`config.mk`:
```
export PLATFORM = sky130hd
export DESIGN_NAME = ascending_integer_sorter
export DESIGN_NICKNAME = d
export VERILOG_FILES = /design/src/design/ais_pkg.sv /design/src/design/ascending_integer_sorter.sv /design/src/design/ais_cell.sv
export SDC_FILE = /design/constraint.sdc
export NUM_CORES = 2
export LEC_CHECK = 0
export BUFFER_PORTS_ARGS = -buffer_cell sky130_fd_sc_hd__buf_4
export CELL_PAD_IN_SITES_DETAIL_PLACEMENT = 0
export CELL_PAD_IN_SITES_GLOBAL_PLACEMENT = 1
export CORE_MARGIN = 2
export CORE_UTILIZATION = 45
export CTS_CLUSTER_DIAMETER = 200
export DETAILED_ROUTE_END_ITERATION = 7
export GPL_TIMING_DRIVEN = 0
export PLACE_DENSITY = 0.77
export SYNTH_ARGS = -nofsm -noshare
export SYNTH_HDL_FRONTEND = slang
export SYNTH_HIERARCHICAL = 1
export SYNTH_SLANG_ARGS = --single-unit
```
`constraint.sdc`:
```
create_clock -name clk -period 3.19 [get_ports clk]
set_input_delay 0.319 -clock clk [delete_from_list [all_inputs] [get_ports clk]]
set_output_delay 0.319 -clock clk [all_outputs]
set_load 0.1 [all_outputs]
```
`src/design/ais_pkg.sv`:
```
`timescale 1ns / 1ps
// ----------------------------------------------------------------------------
// ais_pkg: shared types and constants of the ascending integer sorter
// Holds the transaction payload types, the cell control bundle and the
// controller state encoding.
// ----------------------------------------------------------------------------
package ais_pkg;

	localparam int VALUE_BITS = 32;

	typedef logic signed [VALUE_BITS-1:0] value_t;

	// Input transaction payload
	typedef struct packed {
		logic signed [VALUE_BITS-1:0] value_in;
		logic                         last_in;
	} item_t;

	// Output transaction payload
	typedef struct packed {
		logic signed [VALUE_BITS-1:0] value_out;
		logic                         last_out;
		logic                         overflowed;
	} result_t;

	// Broadcast control from the controller to every cell
	typedef struct packed {
		logic                         insert;
		logic                         shift;
		logic signed [VALUE_BITS-1:0] new_value;
	} cell_ctrl_t;

	typedef enum logic {
		ST_LOAD,
		ST_DRAIN
	} state_t;

endpackage

```
`src/design/ascending_integer_sorter.sv`:
```
`timescale 1ns / 1ps
// ----------------------------------------------------------------------------
// ascending_integer_sorter: insertion-sorting chain of DEPTH cells
// Collects a run of signed values and returns it in ascending order.
//
// Input channel (item_valid/item_ready, payload item): one value per
// transaction; last_in closes the run. Each value is inserted into the sorted
// cell row on acceptance; item_ready stays high while loading. Items arriving
// while all DEPTH cells are full are dropped and flag the run as overflowed.
// After the last item the block drains: the next cycle cell 0 holds the
// smallest value and result_valid rises; one result transaction per cycle
// leaves while result_ready is high, the row shifting toward cell 0 on each.
// last_out marks the largest value; overflowed is set on every result of a
// run that dropped items. item_ready is low during the drain. A stalled
// receiver simply holds the row: the result payload stays put until taken.
// Reset empties every cell and clears the count and overflow flag.
// ----------------------------------------------------------------------------
module ascending_integer_sorter #(
	parameter int DEPTH = 16
) (
	input  logic             clk,
	input  logic             arst_n,
	input  logic             item_valid,
	output logic             item_ready,
	input  ais_pkg::item_t   item,
	output logic             result_valid,
	input  logic             result_ready,
	output ais_pkg::result_t result
);
	import ais_pkg::*;

	localparam int CNT_W = $clog2(DEPTH + 1);

	state_t           state_q, state_d;
	logic [CNT_W-1:0] count_q;
	logic             ovf_q;
	cell_ctrl_t       ctrl;
	logic             item_acc, result_acc, full;

	value_t           cell_value [DEPTH];
	logic [DEPTH-1:0] cell_valid;
	logic [DEPTH-1:0] cell_gt;

	assign item_acc   = item_valid && item_ready;
	assign result_acc = result_valid && result_ready;
	assign full       = (count_q == CNT_W'(DEPTH));

	// Next state
	always_comb begin
		state_d = state_q;
		unique case (state_q)
			ST_LOAD: begin
				if (item_acc && item.last_in) state_d = ST_DRAIN;
			end
			ST_DRAIN: begin
				if (result_acc && result.last_out) state_d = ST_LOAD;
			end
			default: state_d = ST_LOAD;
		endcase
	end

	// Outputs and cell control
	always_comb begin
		item_ready     = 1'b0;
		result_valid   = 1'b0;
		ctrl.insert    = 1'b0;
		ctrl.shift     = 1'b0;
		ctrl.new_value = item.value_in;
		unique case (state_q)
			ST_LOAD: begin
				item_ready  = 1'b1;
				ctrl.insert = item_valid && !full;
			end
			ST_DRAIN: begin
				result_valid = cell_valid[0];
				ctrl.shift   = result_ready && cell_valid[0];
			end
			default: begin
				item_ready = 1'b0;
			end
		endcase
	end

	assign result.value_out  = cell_value[0];
	assign result.last_out   = !cell_valid[1];
	assign result.overflowed = ovf_q;

	// Controller registers
	always_ff @(posedge clk or negedge arst_n) begin
		if (!arst_n) begin
			state_q <= ST_LOAD;
			count_q <= '0;
			ovf_q   <= 1'b0;
		end else begin
			state_q <= state_d;
			if (state_q == ST_DRAIN && result_acc && result.last_out) begin
				count_q <= '0;
				ovf_q   <= 1'b0;
			end else if (item_acc) begin
				if (full) ovf_q <= 1'b1;
				else      count_q <= count_q + 1'b1;
			end
		end
	end

	// Cell row
	for (genvar i = 0; i < DEPTH; i++) begin : g_cell
		value_t l_value, r_value;
		logic   l_valid, l_gt, r_valid;

		if (i == 0) begin : g_first
			assign l_value = '0;
			assign l_valid = 1'b0;
			assign l_gt    = 1'b0;
		end else begin : g_mid
			assign l_value = cell_value[i-1];
			assign l_valid = cell_valid[i-1];
			assign l_gt    = cell_gt[i-1];
		end

		if (i == DEPTH - 1) begin : g_last
			assign r_value = '0;
			assign r_valid = 1'b0;
		end else begin : g_inner
			assign r_value = cell_value[i+1];
			assign r_valid = cell_valid[i+1];
		end

		ais_cell u_cell (
			.clk         (clk),
			.arst_n      (arst_n),
			.ctrl        (ctrl),
			.left_value  (l_value),
			.left_valid  (l_valid),
			.left_gt     (l_gt),
			.right_value (r_value),
			.right_valid (r_valid),
			.value       (cell_value[i]),
			.valid       (cell_valid[i]),
			.gt          (cell_gt[i])
		);
	end

	// While loading, occupied cells always match the held count
	a_fill_matches_count: assert property (@(posedge clk) disable iff (!arst_n)
		(state_q == ST_LOAD) |-> ($countones(cell_valid) == int'(count_q)))
		else $error("cell occupancy differs from count");

	// The last item always leaves something to emit
	a_last_starts_drain: assert property (@(posedge clk) disable iff (!arst_n)
		(item_acc && item.last_in) |=> result_valid)
		else $error("no result after last item");

	// A full row stays full when an item is dropped
	a_drop_keeps_full: assert property (@(posedge clk) disable iff (!arst_n)
		(item_acc && full) |=> (full && ovf_q))
		else $error("dropped item changed the row");

	// Final result empties the block
	a_drain_end_clears: assert property (@(posedge clk) disable iff (!arst_n)
		(result_acc && result.last_out) |=>
			(state_q == ST_LOAD && count_q == '0 && !ovf_q && cell_valid == '0))
		else $error("block not empty after final result");

endmodule

```
`src/design/ais_cell.sv`:
```
`timescale 1ns / 1ps
// ----------------------------------------------------------------------------
// ais_cell: one slot of the sorting chain
// Holds one value and its valid bit. On insert it keeps its value, takes the
// broadcast value or takes its left neighbor's value so the row stays sorted.
// On shift it takes its right neighbor's value (drain toward cell 0).
// ----------------------------------------------------------------------------
module ais_cell (
	input  logic                clk,
	input  logic                arst_n,
	input  ais_pkg::cell_ctrl_t ctrl,
	input  ais_pkg::value_t     left_value,
	input  logic                left_valid,
	input  logic                left_gt,
	input  ais_pkg::value_t     right_value,
	input  logic                right_valid,
	output ais_pkg::value_t     value,
	output logic                valid,
	output logic                gt
);
	import ais_pkg::*;

	value_t value_q;
	logic   valid_q;

	// Empty slot or held value above the new one: new value lands here or left
	assign gt    = !valid_q || (value_q > ctrl.new_value);
	assign value = value_q;
	assign valid = valid_q;

	// Value register
	always_ff @(posedge clk) begin
		if (ctrl.shift) begin
			value_q <= right_value;
		end else if (ctrl.insert && gt) begin
			value_q <= left_gt ? left_value : ctrl.new_value;
		end
	end

	// Occupancy
	always_ff @(posedge clk or negedge arst_n) begin
		if (!arst_n) begin
			valid_q <= 1'b0;
		end else if (ctrl.shift) begin
			valid_q <= right_valid;
		end else if (ctrl.insert && gt) begin
			valid_q <= left_gt ? left_valid : 1'b1;
		end
	end

endmodule

```
Word-level counts from Yosys, hierarchy flattened
Cells that the tools add are included.

storage, ports and cells
  RAM bits = 0
  bits in registers = 535
  output and inout port bits = 36
  memories kept = 0
  latch bits = 0
  bits of input ports = 37
  bits in read-only memories = 0

operators by class
  $mul = 0
  div/mod/pow operators = 0
  reduce and logical (&&, ||, !) cells = 77
  shift-type cells = 0
  magnitude comparators = 16
  equal/unequal tests = 2
  bitwise logic cells = 1
  muxes and demuxes = 105
  add/subtract/negate cells = 1

operator list
  cell                                            count
  2-to-1 mux 32 bit                               45
  > comparator 32 bit                             16
  2-to-1 mux 1 bit                                56
  nonzero test 2 bit                              18
  logical AND 1 bit                               24
  logical NOT 1 bit                               17
  logical OR 1 bit                                16
  2-to-1 mux 5 bit                                3
  adder 5 x 1 -> 5 bit (second input constant)    1
  == test 5 bit (second input constant)           1
  AND reduction 2 bit                             2
  != test 2 x 1 -> 1 bit (second input constant)  1
  one-hot mux 1 bit (2 select lines)              1
  inverter 1 bit                                  1

Logic depth before layout (Yosys ltp)
  depth in word-level cells = 7
  gate-level depth with buffers = 14
  depth with buffers taken out = 13

Cells and area by module
Netlist, hierarchy kept.

by module, submodules not included
  module                    times used  cells an instance  sequential area each (µm²)  area each (µm²)
  ais_cell                  16          265                985.9                       2526.2
  ascending_integer_sorter  1           39                 175.2                       412.9

Worst setup path before layout
OpenSTA, ideal clock, no wires.

  kind = reg2reg
  start point = register g_cell[0].u_cell.value_q[31]
  end point = register g_cell[1].u_cell.value_q[1], data pin
  slack = -0.111 ns
  stages on the path, launching flop included = 11
  arrival time = 3.033 ns
  clock period less this slack = 3.301 ns
  cells stage by stage = edfxtp_1 -> ha_1 -> nand4_2 -> nor4_1 -> o31ai_1 -> a31oi_1 -> nand2b_1 -> clkbuf_1 -> buf_2 -> mux2i_1 -> o21ai_0

on the way
  longest elaborated chain between the ends = 5

RTL lines
  what                    RTL line                        source
  start, declared         ais_cell.sv:23                  value_t value_q;
  start signal, assigned  ais_cell.sv:34                  value_q <= right_value;
  start signal, assigned  ais_cell.sv:36                  value_q <= left_gt ? left_value : ctrl.new_value;
  > comparator 32 bit     ais_cell.sv:27                  assign gt = !valid_q || (value_q > ctrl.new_value);
  logical OR 1 bit        ais_cell.sv:27
  net cell_gt[0]          ascending_integer_sorter.sv:42  logic [DEPTH-1:0] cell_gt;
  2-to-1 mux 32 bit       ais_cell.sv:36
  2-to-1 mux 32 bit       ais_cell.sv:35                  end else if (ctrl.insert && gt) begin
  2-to-1 mux 32 bit       ais_cell.sv:33                  if (ctrl.shift) begin
  end signal, assigned    ais_cell.sv:34
  end signal, assigned    ais_cell.sv:36
  end, declared           ais_cell.sv:23

The timed path passes the listed nets, and every way through them passes these cells. The select of a mux whose other input is x is not followed.
A chain may end at the register's enable or synchronous reset.

Final worst setup path
  start point = register g_cell[8].u_cell.value_q[31]
  end point = register g_cell[9].u_cell.value_q[0], data pin

on the way
  longest elaborated chain between the ends = 5

RTL lines
  what                    RTL line
  start, declared         ais_cell.sv:23
  start signal, assigned  ais_cell.sv:34
  start signal, assigned  ais_cell.sv:36
  > comparator 32 bit     ais_cell.sv:27
  logical OR 1 bit        ais_cell.sv:27
  net cell_gt[8]          ascending_integer_sorter.sv:42
  2-to-1 mux 32 bit       ais_cell.sv:36
  2-to-1 mux 32 bit       ais_cell.sv:35
  2-to-1 mux 32 bit       ais_cell.sv:33
  end signal, assigned    ais_cell.sv:34
  end signal, assigned    ais_cell.sv:36
  end, declared           ais_cell.sv:23

The timed path passes the listed nets, and every way through them passes these cells. The select of a mux whose other input is x is not followed.

==> run summary <==
The run finished with clean final reports. The tools report the total congestion overflow after global routing as 0. For the final database, setup skew stands at 0.0224 ns. Entering global routing, the biggest net connects 51 pins.

The completed layout was analyzed and its total power is 47800 uW. For the detailed placer's ending HPWL, the log shows 87100 um. For the worst-skew pair, the clock arrives at the later sink with an insertion delay of 0.62 ns.

For the largest buffer count on any clock path, the log shows 3. The root buffer cell chosen for the clock tree is clkbuf_16. For this design the static power due to leakage is 0.0219 uW.

TritonCTS built the clock tree. The area of all placed cells without fillers was 46800 um2; the total global routing track utilization was 24.1%. The post-synthesis cell area was 40800 um2; the number of rows created at floorplan was 110.

Setup violations remaining at the end of the flow were counted as 0. Nature of the critical path startpoint: a flip-flop. The library cells used most frequently in the layout, excluding fill and tap cells, are 612 x nand2_1, 558 x o21ai_0, 517 x inv_1, 515 x mux2i_1, 512 x edfxtp_1. The worst pin sits at a relative slew slack of 24.4%.

The number of buffers inserted by port buffering is 72, and the slack of the critical path is 0.102 ns. At the pin with the least slew margin, the transition time is 1.13 ns. In this run, placement finished with an instance count of 5597.

After synthesis, the mean cell area works out to 9.54 um2. In the routed design, unresolved DRC markers number 0. The logs give 324 MHz for the maximum clock rate and 114000 um for the final wirelength. The die is 305 um wide.

Sequential share of power: 36.0%. The logs give 6 for the total number of yosys warnings and 182000 um for the global-route wire length before repair. The first detailed-routing pass ran for 5 iterations.

At the end of the flow, the number of nets in the layout was 5066. Relative to the synthesized area, the layout overhead comes to 14.6%. The worst-path maximum fanout was 10; the switching power was 21000 uW. The repair_antennas step left the layout with diodes totalling 0. Max-cap violation count: 0. The mean number of vias per cell is 5.71. Traced cell by cell, the critical path runs through ha_1 > nand4_4 > nor4_4 > o31ai_2 > a31oi_1 > nand2b_4 > buf_4 > mux2i_1 > o21ai_0. The final hold violation count came out at 0. The starting utilization of the core area is 45.4%. The ratio of total power to cell area was 1020 nW/um2. The worst-case IR drop observed on VDD is 0.401 mV. The total die area is 93100 um2.

The classification of the worst setup path was flip-flop to flip-flop. For the internal power, the log shows 26700 uW. The worst hold path belongs to the class input pin to asynchronous set/reset pin. On the critical path, the stage with the largest delay is an instance of ha_1. The post-synthesis instance total was 4278. The number of antenna violations at the first check in global routing was 0. The ratio of final minimum period to clock period was 96.8%. On the worst path, the slowest cell contributes a delay of 0.46 ns. The tools report the final non-filler cell total as 5739. The tools report the data arrival time of the worst path as 3.42 ns. Once placement finished, the instance area stood at 43200 um2.

The setup slack after placement came out at -1.14 ns. The worst path needs 3.09 ns of the cycle, external delays included. The run gives 32700 as the via count of the first global-routing pass.

The worst setup path is captured at a flip-flop. The library cell used most frequently in the layout, excluding fill and tap cells, is nand2_1. The starting DRC count in detailed routing is 2500, and the number of I/O pins is 73. The logs give 0 for the final max-slew violation count and 90000 um2 for the area of the placeable core. In this run, CTS created clock tree buffers numbering 67. Once detail routing completed, the nets flagged for antenna violations numbered 0.

The die is 305 um tall. The net switching fraction of the power is 44.0%. The run gives 3.52 ns as the critical path data required time. In this run, the combinational gates consume 48.6% of the power. In this run the number of H-tree levels came out at 3. The proportion of power drawn by the clock network is 15.4%.

The number of sinks handled by clock tree synthesis is 535, and the detail-routed net length per standard cell is 19.8 um. The share of post-route cells with drive strength above 1 was 9.38%; the overall via count from detail_route was 32800. The worst hold margin is 0.158 ns. Clock-pin slew was measured on the worst setup and hold paths at 0.06 ns.

The final RePlAce weighted congestion was 0.843.
==> metrics by stage <==
step | util [%] | setup TNS (ns)
6_report | 52.0 | 0
3_3_place_gp | 47.9 | -994.65
4_1_cts | 51.0 | -0.00763
2_1_floorplan | - | -0.540
5_1_grt | 52.0 | -0.100
3_5_place_dp | 48.0 | -885.67
==> sequential cells by signal, indices dropped and copies added, names as in the netlist <==
register	count
state_q	1
ovf_q	1
g_cell.u_cell/value	512
count_q	5
g_cell.u_cell/valid	16
==> path summary, 6_finish.rpt <==
check                      depth (start not counted)  slack (ns)                        end                  startpoint
max                                                9        0.10  g_cell[9].u_cell/value[0]  g_cell[8].u_cell/value[31]
min                                                2        0.16     g_cell[1].u_cell/valid                      arst_n
max reg2reg                                        9        0.10  g_cell[9].u_cell/value[0]  g_cell[8].u_cell/value[31]
min reg2reg                                        1        0.51                 count_q[3]                  count_q[3]
max in group asynchronous                          2        2.72    g_cell[11].u_cell/valid                      arst_n
min in group clk                                   3        0.29                    state_q                result_ready
==> critical path, delay by kind of cell (launching register included) <==
kind	cells	cell delay [ns]
adder cells (fa/ha/maj)	1	0.46
buffers and inverters	1	0.25
multiplexers	1	0.22
flip-flops	1	0.44
AND/OR/NAND/NOR	3	0.88
AO/OA/AOI/OAI	3	0.55
==> repair_timing <==
| item | 4_1_cts | 5_1_grt |
|---|---|---|
| endpoints found under the hold margin | 25 | 0 |
| gates resized for setup | 153 | 92 |
| setup endpoints to repair | 1007 | 834 |
| pin swaps | 13 | 50 |
| setup buffers | 6 | 30 |
| hold buffers | 3 | 0 |
| gates cloned | 0 | 1 |
==> power by group through the flow <==
| stage | Sequential (uW) | Combinational [uW] | Clock [uW] |
|---|---|---|---|
| after detailed placement | 17400 | 21500 | 0 |
| after floorplan | 17000 | 15200 | 0 |
| final | 17200 | 23200 | 7350 |
| after global placement | 17500 | 20700 | 0 |
| after CTS | 17300 | 22200 | 7520 |
| after global routing | 17800 | 25900 | 7760 |
==> final cells by class <==
cell class	instances	area, um2
clock inverter	27	223
fill	8409	43200
clock buffer	90	1770
multi-input combinational	3116	23600
buffer	162	800
inverter	517	1940
tap	1176	1470
sequential	535	16000
timing repair buffer	116	971
==> routing by layer <==
metal / track usage (%) / share of wire (%) / vias up
met5: 0 / 0 / -
met1: 37.2 / 51 / 16100
met4: 4.00 / 1.0 / 0
met3: 2.75 / 5.1 / 76
met2: 36.8 / 43 / 668
li1: - / - / 16000
(Power assumes the default switching activity.)
